--- src/aapr_pkg.sv ---
// ----------------------------------------------------------------------------
// aapr_pkg: shared types and constants
// Widths, CORDIC arctangent table and fixed-point constants for the rotation
// block.
// ----------------------------------------------------------------------------
package aapr_pkg;

    localparam int DefCordicSteps = 24;
    localparam int DefCoordWidth  = 32;
    localparam int FieldWidth     = 32;
    localparam int CordicWidth    = 36;

    localparam logic signed [CordicWidth-1:0] Q30Pi     = 36'sd3373259426;
    localparam logic signed [CordicWidth-1:0] Q30HalfPi = 36'sd1686629713;
    localparam logic signed [CordicWidth-1:0] CordicK   = 36'sd652032874;

    typedef logic signed [FieldWidth-1:0]  field_t;
    typedef logic signed [CordicWidth-1:0] cword_t;

    // one beat travelling down the cordic chain
    typedef struct packed {
        logic   vld;
        logic   flip;
        cword_t x;
        cword_t y;
        cword_t z;
        field_t px;
        field_t py;
        field_t pz;
        field_t ox;
        field_t oy;
        field_t oz;
        field_t ax;
        field_t ay;
        field_t az;
    } cbeat_t;

    function automatic cword_t atan_q30(input logic [4:0] i);
        case (i)
            5'd0:  atan_q30 = 36'sh03243F6A8;
            5'd1:  atan_q30 = 36'sh01DAC6705;
            5'd2:  atan_q30 = 36'sh00FADBAFC;
            5'd3:  atan_q30 = 36'sh007F56EA6;
            5'd4:  atan_q30 = 36'sh003FEAB76;
            5'd5:  atan_q30 = 36'sh001FFD55B;
            5'd6:  atan_q30 = 36'sh000FFFAAA;
            5'd7:  atan_q30 = 36'sh0007FFF55;
            5'd8:  atan_q30 = 36'sh0003FFFEA;
            5'd9:  atan_q30 = 36'sh0001FFFFD;
            5'd10: atan_q30 = 36'sh0000FFFFF;
            5'd11: atan_q30 = 36'sh00007FFFF;
            5'd12: atan_q30 = 36'sh00003FFFF;
            5'd13: atan_q30 = 36'sh00001FFFF;
            5'd14: atan_q30 = 36'sh00000FFFF;
            5'd15: atan_q30 = 36'sh000007FFF;
            5'd16: atan_q30 = 36'sh000003FFF;
            5'd17: atan_q30 = 36'sh000001FFF;
            5'd18: atan_q30 = 36'sh000000FFF;
            5'd19: atan_q30 = 36'sh0000007FF;
            5'd20: atan_q30 = 36'sh0000003FF;
            5'd21: atan_q30 = 36'sh0000001FF;
            5'd22: atan_q30 = 36'sh0000000FF;
            5'd23: atan_q30 = 36'sh00000007F;
            5'd24: atan_q30 = 36'sh00000003F;
            5'd25: atan_q30 = 36'sh00000001F;
            5'd26: atan_q30 = 36'sh00000000F;
            5'd27: atan_q30 = 36'sh000000008;
            5'd28: atan_q30 = 36'sh000000004;
            5'd29: atan_q30 = 36'sh000000002;
            5'd30: atan_q30 = 36'sh000000001;
            default: atan_q30 = '0;
        endcase
    endfunction

endpackage

--- src/aapr_cordic_cell.sv ---
// ----------------------------------------------------------------------------
// aapr_cordic_cell: one cordic micro-rotation
// Rotates by +/- atan(2^-STEP) and hands the beat to the next cell.
// ----------------------------------------------------------------------------
module aapr_cordic_cell #(
    parameter int STEP = 0
) (
    input  logic            clk,
    input  logic            rst_n,
    input  logic            adv,
    input  aapr_pkg::cbeat_t din,
    output aapr_pkg::cbeat_t dout
);
    import aapr_pkg::*;

    cbeat_t beat_reg;
    cbeat_t beat_next;
    logic   vld_reg;
    cword_t dx;
    cword_t dy;

    always_comb
    begin
        dx = din.y >>> STEP;
        dy = din.x >>> STEP;
        beat_next = din;
        if (!din.z[CordicWidth-1])
        begin
            beat_next.x = din.x - dx;
            beat_next.y = din.y + dy;
            beat_next.z = din.z - atan_q30(5'(STEP));
        end
        else
        begin
            beat_next.x = din.x + dx;
            beat_next.y = din.y - dy;
            beat_next.z = din.z + atan_q30(5'(STEP));
        end
    end

    always_ff @(posedge clk or negedge rst_n)
    begin
        if (!rst_n)
        begin
            vld_reg <= 1'b0;
        end
        else if (adv)
        begin
            vld_reg <= beat_next.vld;
        end
    end

    always_ff @(posedge clk)
    begin
        if (adv)
        begin
            beat_reg <= beat_next;
        end
    end

    // valid flag comes from the reset register
    always_comb
    begin
        dout     = beat_reg;
        dout.vld = vld_reg;
    end
endmodule

--- config.mk ---
export PLATFORM = sky130hd
export DESIGN_NAME = aapr_cordic_cell
export DESIGN_NICKNAME = d
export VERILOG_FILES = /design/src/aapr_pkg.sv /design/src/aapr_cordic_cell.sv
export SDC_FILE = /design/constraint.sdc
export NUM_CORES = 1
export LEC_CHECK = 0
export ABC_AREA = 1
export ABC_CLOCK_PERIOD_IN_PS = 1200
export BUFFER_PORTS_ARGS = -buffer_cell sky130_fd_sc_hd__clkbuf_2
export CAP_MARGIN = 10
export CORE_AREA = 2 2 311 313
export DETAILED_ROUTE_END_ITERATION = 6
export DIE_AREA = 0 0 313 315
export HOLD_SLACK_MARGIN = 0.12
export PLACE_DENSITY = 0.49
export SETUP_SLACK_MARGIN = 0.02
export SYNTH_ARGS = -nofsm -noshare
export SYNTH_HDL_FRONTEND = slang
export SYNTH_SLANG_ARGS = --single-unit
--- constraint.sdc ---
create_clock -name clk -period 1.2 [get_ports clk]
set_input_delay 0.12 -clock clk [delete_from_list [all_inputs] [get_ports clk]]
set_output_delay 0.12 -clock clk [all_outputs]
set_load 0.1 [all_outputs]
# Yosys cells after proc, flatten, opt, wreduce, memory -nomap -nowiden
# Cells that the tools add are included.
[totals] ff_bits=398 in_bits=401 output_inout_bits=398 word_cells=20
[op_classes] add_sub_neg=5 mux=1
[ops] cell="two-way mux 108 bit" n=1
[ops] cell="subtractor 36 bit" n=2
[ops] cell="adder 36 x 31 -> 36 bit (second input constant)" n=1
[ops] cell="adder 36 bit" n=1
[ops] cell="subtractor 36 x 31 -> 36 bit (second input constant)" n=1

# Depth between registers and ports, before layout
# Gate-level depths: netlist of run 1.
[logic_depth] word_depth=2 ltp_mapped=17 mapped_depth_nobuf=16

# Worst setup path after synthesis of run 1
# Ideal clock, no wire load.
[synth_timing] kind="input-to-reg" from="input din[323] in the netlist's numbering" to="register beat_reg (netlist bit dout[311]), data pin" setup_time_ps=256 arrival_time_ps=2032 required_time_ps=944 path_slack_ps=-1089 path_stages=12 path_buffers=2 cell_sequence="inv_1 clkbuf_1 buf_2 ha_1 a21oi_1 o21ai_2 a21oi_1 o21ai_1 nand2_1 inv_1 o21bai_1 nand2_1"
[synth_lines] item="start: declaration" line_no="aapr_cordic_cell.sv:11" rtl="input aapr_pkg::cbeat_t din,"
[synth_lines] item="end signal: assignment" line_no="aapr_cordic_cell.sv:57" rtl="beat_reg <= beat_next;"
[synth_lines] item="end: declaration" line_no="aapr_cordic_cell.sv:16" rtl="cbeat_t beat_reg;"

# Final worst setup path of run 1
[layout_timing] from="register beat_reg (netlist bit dout[290])" to="output dout[290] in the netlist's numbering"
[layout_lines] item="end: declaration" line_no="aapr_cordic_cell.sv:12" rtl="output aapr_pkg::cbeat_t dout"
# No word-level cell between the ends.

==> flow_metrics.env, run 1 <==
export IMPL_hp_class="in2reg"
export IMPL_cts_hold_fix_buffers=308
export IMPL_multiInputGateArea_um2=13460
export IMPL_max_freq_mhz=648.6
export IMPL_initial_drt_pass_iterations=5
export IMPL_dieHeight_um=315
export IMPL_fin_area_um2=49380
export IMPL_routed_wirelength_um=130900
export IMPL_synth_to_final_area_change_pct=125.2
export IMPL_rows=114
export IMPL_max_slew_margin_pct=32.68
export IMPL_tritoncts_clock_tree="done"
export IMPL_clock_insertion_delay_worst_skew_ns=0.59
export IMPL_worst_path_max_fanout=1
export IMPL_boundaryPins=799
export IMPL_largest_net_degree_at_the_start_of_global_routing=76
export IMPL_p_per_area_nw_per_um2=1306
export IMPL_rsz0062_at_grt="true"
export IMPL_antenna_left=0
export IMPL_n_fill_cell=8293
export IMPL_synth_top_cells_by_count="sky130_fd_sc_hd__nand2_1, sky130_fd_sc_hd__edfxtp_1, sky130_fd_sc_hd__inv_1"
export IMPL_nets=4635
export IMPL_post_route_drc_count=0
export IMPL_cts_buffers=50
export IMPL_static_leakage_power_nw=21.93
export IMPL_start_util_pct=22.92
export IMPL_ys_seq_area_share_pct=54.33
export IMPL_synth_top_cells_by_area="sky130_fd_sc_hd__edfxtp_1, sky130_fd_sc_hd__nand2_1, sky130_fd_sc_hd__ha_1"
export IMPL_finalWorstSetupSlack_ns=-0.3419
export IMPL_grt_antenna_before_repair=18
export IMPL_crit_path_start_kind="register"
export IMPL_yosys_cell_count_top_type="sky130_fd_sc_hd__nand2_1"
export IMPL_route_detailed_wl_per_inst_um=24.16
export IMPL_design_core_area_um2=95710
export IMPL_ys_flop_type="sky130_fd_sc_hd__edfxtp_1"
export IMPL_crit_path_cell_trace="buf_12"
export IMPL_setup_viol_count_final=476
export IMPL_synth_async_sr_flop_share_pct=0.2519
export IMPL_utilization_pct=51.60
export IMPL_end_kind="output pin"
export IMPL_place_congestion=0.9531
export IMPL_worst_ep_arrival_time_ns=1.42
export IMPL_syn_cell_area_um2=21930
export IMPL_postSynthCellCount=2336
export IMPL_synth_fp_nets=2877
export IMPL_outcome="finished, violations left"
export IMPL_fin_hold_ws_ns=0.09233
export IMPL_synth_largest_area_cell="sky130_fd_sc_hd__edfxtp_1"
export IMPL_fin_worst_skew_ns=0
export IMPL_netlist_cell_type_count=47
export IMPL_die_area_um2=98600
export IMPL_worst_slew_pin_transition_ns=1.010
export IMPL_final_seq_area_um2=11920
export IMPL_number_of_pins_with_negative_max_slew_slack_in_the_final_report=0
export IMPL_layout_min_cycle_time_ns=1.542
export IMPL_clk_path_buf_depth=3
export IMPL_drt_first_iter_violations=1872
export IMPL_clock_sinks=397
export IMPL_reported_max_cap_violation_count=0
export IMPL_post_route_period_util_pct=128.5
export IMPL_globalRouteOverflowTotal=0
export IMPL_max_reg_flops=396
export IMPL_synth_edf_count=396
export IMPL_clkSlewWorstSetupHoldPaths_ns=0.06
export IMPL_place_port_buffers=798
export IMPL_yosys_area_top_type_share_pct=54.22
export IMPL_critical_path_n_buffers_inverters=1
export IMPL_synth_avg_cell_area_um2=9.389
export IMPL_grt_pass1_wl_um=176600
export IMPL_grt_pass1_vias=24032
export IMPL_grt_util_all_layers_pct=25.11
export IMPL_finalHoldViolations=0
export IMPL_cts_htree_levels=2
export IMPL_slowest_stage="sky130_fd_sc_hd__edfxtp_1"
export IMPL_detailed_place_hpwl_um=104500
export IMPL_failed_checks="negative setup slack"
export IMPL_layout_drive_gt1_share_pct=59.68
export IMPL_critical_path_max_stage_delay_ns=0.56
export IMPL_ys_seq_elements=397
export IMPL_path_delay_family="flip-flops"
export IMPL_cts_root_buf="sky130_fd_sc_hd__clkbuf_16"
export IMPL_dpl_instance_area_um2=38710
export IMPL_detailroute_via_count=24438
export IMPL_worst_ep_required_time_ns=1.08
export IMPL_largest_voltage_drop_on_the_vdd_net_mv=0.9681
export IMPL_synth_warn=0
export IMPL_die_width_um=313
export IMPL_post_drt_via_cell_ratio=4.511
export IMPL_timing_worst_setup_path_type="reg2out"
-- final cells by class --
type / count / share of cell area [%]
Timing Repair Buffer: 1754 / 39.02
Inverter: 327 / 2.860
Timing Repair inverter: 1 / 0.04054
Antenna cell: 8 / 0.04054
Multi-Input combinational cell: 1563 / 27.25
Clock inverter: 40 / 0.8842
Sequential cell: 397 / 24.13
Tap cell: 1276 / 3.233
Clock buffer: 52 / 2.549
-- power by group --
part / total [mW] / switching (mW) / internal, mW
Combinational: 30.2 / 18.5 / 11.7
Clock: 15.9 / 6.71 / 9.22
Sequential: 18.4 / 1.39 / 17.0
Total: 64.5 / 26.6 / 37.9
-- worst paths after layout --
path                                       end  depth (start not counted)  slack [ns]                 from
max                                  dout[290]                          1       -0.34  dout[290]$_DFFE_PP_
min                        dout[325]$_DFFE_PP_                          3        0.09             din[361]
max reg2reg                vld_reg$_DFFE_PN0P_                          1        0.40  vld_reg$_DFFE_PN0P_
min reg2reg                vld_reg$_DFFE_PN0P_                          1        0.60  vld_reg$_DFFE_PN0P_
max in group asynchronous  vld_reg$_DFFE_PN0P_                          3        0.73                rst_n
min in group asynchronous  vld_reg$_DFFE_PN0P_                          3        0.36                rst_n
-- timing repair --
action / CTS / global route
setup buffers: 86 / 74
resized for setup: 524 / 603
hold endpoints to repair: 426 / 1
pin swaps: 274 / 355
endpoints found under the setup margin: 485 / 488
gates cloned: 3 / 0
-- per-layer routing --
metal	share of wire (%)	global-route usage, %
met5	0.038	0
met1	42	32.70
met2	48	41.77
met3	7.3	5.802
met4	3.1	6.688
-- cell families after synthesis --
family,synth area share [%]
AOI/OAI and AO/OA,7.747
xor gates and xnor gates,2.037
adders and majority gates,8.124
buffers and inverters,7.137
DFF,54.33
muxes,0.05134
and+or+nand+nor,20.57
-- cells in the final DEF (no fill, tap or decap), types with 66 or more instances in the layout --
cell type                       instances
sky130_fd_sc_hd__inv_1                208
sky130_fd_sc_hd__inv_2                 76
sky130_fd_sc_hd__edfxtp_1             396
sky130_fd_sc_hd__nand2_2              178
sky130_fd_sc_hd__a21oi_2               75
sky130_fd_sc_hd__nand2_4              104
sky130_fd_sc_hd__clkbuf_2             356
sky130_fd_sc_hd__nand3_1              101
sky130_fd_sc_hd__buf_12               435
sky130_fd_sc_hd__buf_6                126
sky130_fd_sc_hd__ha_1                  66
sky130_fd_sc_hd__nand2_1              337
sky130_fd_sc_hd__buf_4                498
sky130_fd_sc_hd__dlygate4sd3_1        308
sky130_fd_sc_hd__nor2_4                88
-- stage by stage --
step           worst slack [ns]  setup TNS (ns)  power (mW)  instances
6_report                -0.3419          -73.44       64.51       5418
5_1_grt                 -0.3896          -93.76       66.32       5417
4_1_cts                 -0.3973          -85.61       62.91       5346
3_5_place_dp             -1.113          -87.34       44.31       4860
3_3_place_gp             -1.092          -86.34       44.31       4860
2_1_floorplan           -0.5868          -35.71       32.20       2336
(Power assumes the default switching activity.)
==> run 2, diff against run 1 <==
ABC_CLOCK_PERIOD_IN_PS = not set   (was 1200)
PLACE_DENSITY = not set   (was 0.49)
TNS_END_PERCENT = 50   (was not set)
==> run 2 against run 1 <==
Effect of this change: the flow still finishes with violations (negative setup slack); utilization decreased by 0.59 points; first-iteration DRC count increased by 7.7%; routed wire length increased by 3.7%; cell count decreased by 0.54%; design area decreased by 1.1%; via count increased by 0.89%; total power decreased by 1.2%; register-to-register slack about the same; non-clock buffer count decreased by 34; hold slack got worse by 0.0055 ns.
==> flow_metrics.env, run 2 (synthesis results as in run 1) <==
export IMPL_dieHeight_um=315
export IMPL_clock_insertion_delay_worst_skew_ns=0.62
export IMPL_p_per_area_nw_per_um2=1305
export IMPL_dpl_instance_area_um2=38120
export IMPL_initial_drt_pass_iterations=5
export IMPL_die_width_um=313
export IMPL_reported_max_cap_violation_count=0
export IMPL_grt_pass1_wl_um=181200
export IMPL_tritoncts_clock_tree="done"
export IMPL_path_delay_family="flip-flops"
export IMPL_failed_checks="negative setup slack"
export IMPL_critical_path_reg2reg_startpoint="vld_reg$_DFFE_PN0P_"
export IMPL_setup_viol_count_final=491
export IMPL_timing_critical_path_from="dout[97]$_DFFE_PP_"
export IMPL_end_kind="output pin"
export IMPL_max_slew_margin_pct=27.75
export IMPL_final_common_cell="sky130_fd_sc_hd__buf_4"
export IMPL_cts_buffers=50
export IMPL_design_core_area_um2=95710
export IMPL_p_seq_share_pct=28.9
export IMPL_route_detailed_wl_per_inst_um=25.20
export IMPL_met3RoutedLength_um=12620
export IMPL_boundaryPins=799
export IMPL_routed_wirelength_um=135800
export IMPL_critical_path_max_stage_delay_ns=0.56
export IMPL_synth_to_final_area_change_pct=122.6
export IMPL_crit_path_start_kind="register"
export IMPL_post_route_period_util_pct=129.6
export IMPL_p_clk_share_pct=23.9
export IMPL_post_route_drc_count=0
export IMPL_critical_path_n_buffers_inverters=1
export IMPL_reported_net_switching_power_mw=26.69
export IMPL_number_of_pins_with_negative_max_slew_slack_in_the_final_report=0
export IMPL_worst_ep_required_time_ns=1.08
export IMPL_cts_htree_levels=2
export IMPL_grt_util_all_layers_pct=26.10
export IMPL_clock_sinks=397
export IMPL_layout_drive_gt1_share_pct=59.17
export IMPL_worst_ep_arrival_time_ns=1.44
export IMPL_antenna_left=0
export IMPL_place_congestion=0.9709
export IMPL_final_cell_mix="sky130_fd_sc_hd__buf_4, sky130_fd_sc_hd__buf_12, sky130_fd_sc_hd__edfxtp_1"
export IMPL_timing_worst_setup_path_type="reg2out"
export IMPL_hold_path_startpoint="din[321]"
export IMPL_layout_min_cycle_time_ns=1.555
export IMPL_fin_area_um2=48820
export IMPL_cts_root_buf="sky130_fd_sc_hd__clkbuf_16"
export IMPL_detailed_place_hpwl_um=106800
export IMPL_largest_voltage_drop_on_the_vdd_net_mv=1.034
export IMPL_clkSlewWorstSetupHoldPaths_ns=0.06
export IMPL_max_reg_flops=396
export IMPL_clk_path_buf_depth=3
export IMPL_hp_class="in2reg"
export IMPL_share_comb_of_total_power_pct=47.2
export IMPL_globalRouteOverflowTotal=0
export IMPL_place_port_buffers=798
export IMPL_crit_path_cell_trace="buf_12"
export IMPL_outcome="finished, violations left"
export IMPL_fin_worst_skew_ns=0
export IMPL_detailroute_via_count=24655
export IMPL_die_area_um2=98600
export IMPL_met1Wirelength_um=54030
export IMPL_layoutNonFillerInstCount=5389
export IMPL_grt_pass1_vias=24350
export IMPL_placedCellCount=4832
export IMPL_worst_path_max_fanout=1
export IMPL_worst_slew_pin_transition_ns=1.084
export IMPL_post_drt_via_cell_ratio=4.575
export IMPL_top_layer="met5"
export IMPL_switching_share_pct=41.89
export IMPL_max_freq_mhz=643.0
export IMPL_start_util_pct=22.92
export IMPL_power_internal_mw=37.02
export IMPL_largest_net_degree_at_the_start_of_global_routing=66
export IMPL_detailroute_wirelength_met2_um=63540
export IMPL_n_fill_cell=8033
export IMPL_rows=114
export IMPL_static_leakage_power_nw=21.68
export IMPL_finalHoldViolations=0
export IMPL_grt_antenna_before_repair=31
export IMPL_finalWorstSetupSlack_ns=-0.3551
export IMPL_drt_first_iter_violations=2016
export IMPL_nets=4602
export IMPL_rsz0062_at_grt="true"
export IMPL_slowest_stage="sky130_fd_sc_hd__edfxtp_1"
run 2: changes by cell type in the layout (fill, tap and decap cells not counted), moves of 11 or more:
| cell | before | now |
|---|---|---|
| sky130_fd_sc_hd__nand2_4 | 104 | 89 |
| sky130_fd_sc_hd__nand3_1 | 101 | 90 |
| sky130_fd_sc_hd__nand2_2 | 178 | 190 |
| sky130_fd_sc_hd__xor2_1 | 21 | 32 |
| sky130_fd_sc_hd__inv_2 | 76 | 88 |
| sky130_fd_sc_hd__buf_4 | 498 | 465 |
run 2: through the flow:
| step | TNS (ns) | utilization (%) | power [mW] | setup WS (ns) | hold slack, ns |
|---|---|---|---|---|---|
| 5_1_grt | -103.32 | 50.99 | 65.51 | -0.3840 | 0.08145 |
| 3_5_place_dp | -86.21 | 39.83 | 44.07 | -1.284 | -0.1034 |
| 2_1_floorplan | -36.96 | - | 31.91 | -0.5869 | -0.1756 |
| 3_3_place_gp | -84.60 | 39.83 | 44.05 | -1.269 | -0.1040 |
| 6_report | -84.70 | 51.01 | 63.71 | -0.3551 | 0.08685 |
| 4_1_cts | -93.78 | 48.33 | 62.38 | -0.3677 | 0.03956 |
run 2: final timing paths:
check,endpoint,slack (ns),depth (start not counted)
max,dout[97],-0.36,1
min,dout[321]$_DFFE_PP_,0.09,4
max reg2reg,vld_reg$_DFFE_PN0P_,0.41,1
min reg2reg,vld_reg$_DFFE_PN0P_,0.59,1
max in group asynchronous,vld_reg$_DFFE_PN0P_,0.77,3
min in group asynchronous,vld_reg$_DFFE_PN0P_,0.32,3
run 2: final cells by class:
class	instances	area, um^2	area share [%]
antenna	13	32.53	0.06663
tap	1276	1597	3.270
timing repair buffer	1720	18960	38.83
multi-input combinational	1563	13350	27.35
timing repair inverter	2	31.28	0.06407
sequential	397	11920	24.41
clock inverter	35	309.0	0.6330
inverter	327	1351	2.768
clock buffer	56	1274	2.609
run 2: power by group through the flow:
stage                     registers [mW]  clock network [mW]  logic [mW]
final                               18.4                15.2        30.1
after global placement              18.7                   0        25.4
after floorplan                     27.2                   0        4.74
after detailed placement            18.6                   0        25.5
after global routing                18.5                16.0        31.0
after CTS                           18.4                15.5        28.4
run 2: per-layer routing:
| layer | track usage, % | up-vias |
|---|---|---|
| li1 | - | 11247 |
| met5 | 0 | - |
| met1 | 32.69 | 12108 |
| met3 | 7.966 | 229 |
| met4 | 8.917 | 10 |
| met2 | 42.61 | 1061 |
run 2: what timing repair did:
action,in CTS,in global routing
cloned,3,1
endpoints found under the setup margin,487,491
hold buffers,309,1
pin swaps,291,326
hold endpoints to repair,408,3
setup buffers,91,59
gates resized for setup,665,530
==> run 3, diff against run 2 <==
MAX_ROUTING_LAYER = met4   (was not set)
==> run 3 against run 2 <==
Effect of this change: the flow still finishes with violations (negative setup slack); critical path depth unchanged; sequential share of layout area up 0.14 points; design area down 0.57%; hold slack worse by 0.0025 ns; routed wire length up 0.32%; sequential power about the same; clock skew unchanged; cell count down 0.20%; non-clock buffer count down 15; global-route usage up 0.90 points.
==> flow_metrics.env, run 3 (synthesis results as in run 1) <==
export IMPL_final_common_cell="sky130_fd_sc_hd__buf_4"
export IMPL_detailed_place_hpwl_um=107900
export IMPL_hp_class="in2reg"
export IMPL_grt_pass1_wl_um=182400
export IMPL_clock_sinks=397
export IMPL_utilization_pct=50.72
export IMPL_static_leakage_power_nw=21.58
export IMPL_reported_max_cap_violation_count=0
export IMPL_grt_pass1_vias=24191
export IMPL_synth_to_final_area_change_pct=121.3
export IMPL_critical_path_max_stage_delay_ns=0.56
export IMPL_worst_ep_arrival_time_ns=1.43
export IMPL_post_drt_via_cell_ratio=4.540
export IMPL_largest_voltage_drop_on_the_vdd_net_mv=0.9781
export IMPL_routed_wirelength_um=136200
export IMPL_r2r_slack_ns=0.41
export IMPL_path_delay_family="flip-flops"
export IMPL_clk_path_buf_depth=3
export IMPL_grt_util_all_layers_pct=27.00
export IMPL_ff2ff_path_depth=1
export IMPL_dieHeight_um=315
export IMPL_slowest_stage="sky130_fd_sc_hd__edfxtp_1"
export IMPL_tritoncts_clock_tree="done"
export IMPL_finalWorstSetupSlack_ns=-0.3477
export IMPL_max_reg_flops=396
export IMPL_worst_path_max_fanout=1
export IMPL_finalHoldViolations=0
export IMPL_post_route_drc_count=0
export IMPL_cts_buffers=50
export IMPL_timing_worst_setup_path_type="reg2out"
export IMPL_boundaryPins=799
export IMPL_p_per_area_nw_per_um2=1321
export IMPL_layout_drive_gt1_share_pct=58.90
export IMPL_outcome="finished, violations left"
export IMPL_critical_path_n_buffers_inverters=1
export IMPL_cts_hold_fix_buffers=305
export IMPL_clock_insertion_delay_worst_skew_ns=0.61
export IMPL_setup_viol_count_final=490
export IMPL_rsz0062_at_grt="true"
export IMPL_place_ws_ns=-1.128
export IMPL_cts_root_buf="sky130_fd_sc_hd__clkbuf_16"
export IMPL_nets=4586
export IMPL_route_detailed_wl_per_inst_um=25.33
export IMPL_largest_net_degree_at_the_start_of_global_routing=58
export IMPL_worst_ep_required_time_ns=1.08
export IMPL_n_fill_cell=8208
export IMPL_globalRouteOverflowTotal=0
export IMPL_design_core_area_um2=95710
export IMPL_worst_slew_pin_transition_ns=0.4309
export IMPL_clkSlewWorstSetupHoldPaths_ns=0.06
export IMPL_die_width_um=313
export IMPL_die_area_um2=98600
export IMPL_detailroute_via_count=24416
export IMPL_number_of_pins_with_negative_max_slew_slack_in_the_final_report=0
export IMPL_failed_checks="negative setup slack"
export IMPL_start_util_pct=22.92
export IMPL_initial_drt_pass_iterations=5
export IMPL_drt_first_iter_violations=1931
export IMPL_place_port_buffers=798
export IMPL_hold_path_startpoint="din[311]"
export IMPL_post_route_period_util_pct=129.0
export IMPL_end_kind="output pin"
export IMPL_crit_path_start_kind="register"
export IMPL_rows=114
export IMPL_layout_min_cycle_time_ns=1.548
export IMPL_max_slew_margin_pct=70.97
export IMPL_max_freq_mhz=646.1
export IMPL_whs_endpoint="dout[311]$_DFFE_PP_"
export IMPL_antenna_left=0
export IMPL_critical_path_reg2reg_endpoint="vld_reg$_DFFE_PN0P_"
export IMPL_place_congestion=0.9971
export IMPL_critical_path_reg2reg_startpoint="vld_reg$_DFFE_PN0P_"
export IMPL_cts_htree_levels=2
export IMPL_fin_worst_skew_ns=0
export IMPL_final_cell_mix="sky130_fd_sc_hd__buf_4, sky130_fd_sc_hd__buf_12, sky130_fd_sc_hd__edfxtp_1"
export IMPL_grt_antenna_before_repair=31
export IMPL_worst_hold_path_num_cells=4
export IMPL_crit_path_cell_trace="buf_12"
run 3: worst max-delay path by stage:
stage                                      to               start  depth (start not counted)  slack (ns)
final                                dout[97]  dout[97]$_DFFE_PP_                          1       -0.35
after global routing                 dout[92]  dout[92]$_DFFE_PP_                          1       -0.40
after CTS                            dout[97]  dout[97]$_DFFE_PP_                          1       -0.38
after detailed placement  dout[359]$_DFFE_PP_            din[354]                         15       -1.13
after global placement    dout[395]$_DFFE_PP_            din[354]                         15       -1.14
after floorplan           dout[317]$_DFFE_PP_            din[323]                         13       -0.59
run 3: where the power goes:
group	internal [mW]	switching [mW]	leakage, nW
combinational	11.5	18.5	16.9
sequential	17.0	1.46	3.89
clock	9.07	6.67	0.809
total	37.5	26.6	21.6
run 3: layer usage:
metal | vias to the layer above | wire, um | GRT usage, %
met2 | 1093 | 62740 | 42.23
li1 | 11237 | - | -
met3 | 217 | 12730 | 7.966
met4 | 0 | 5992 | 9.580
met5 | - | 0 | -
met1 | 11869 | 54750 | 33.08
run 3: final cells by class:
class,count,area [um^2],area share (%)
clock buffers,56,1295,2.668
inverters,327,1338,2.756
multi-input cells,1563,13280,27.36
repair buffers,1705,18690,38.51
well taps,1276,1597,3.289
flip-flops and latches,397,11920,24.55
clock inverters,34,356.6,0.7346
diodes,19,47.55,0.09795
repair inverters,1,16.27,0.03351
run 3: through the flow:
stage	power [mW]	hold WS [ns]	instance area (um^2)	setup TNS [ns]	std cells
after CTS	62.83	0.007563	45960	-95.85	5305
after global placement	44.16	-0.1035	38110	-86.14	4824
after floorplan	31.91	-0.1756	23220	-36.96	2336
after detailed placement	44.13	-0.1034	38110	-86.46	4824
after global routing	66.03	0.03570	48540	-105.57	5376
final	64.14	0.08437	48540	-83.81	5378
run 3: repair_timing:
item,CTS,global route
pin swaps,250,310
endpoints found under the hold margin,426,3
resized for setup,580,559
gates cloned,2,0
setup endpoints to repair,487,492
buffers inserted,93,57
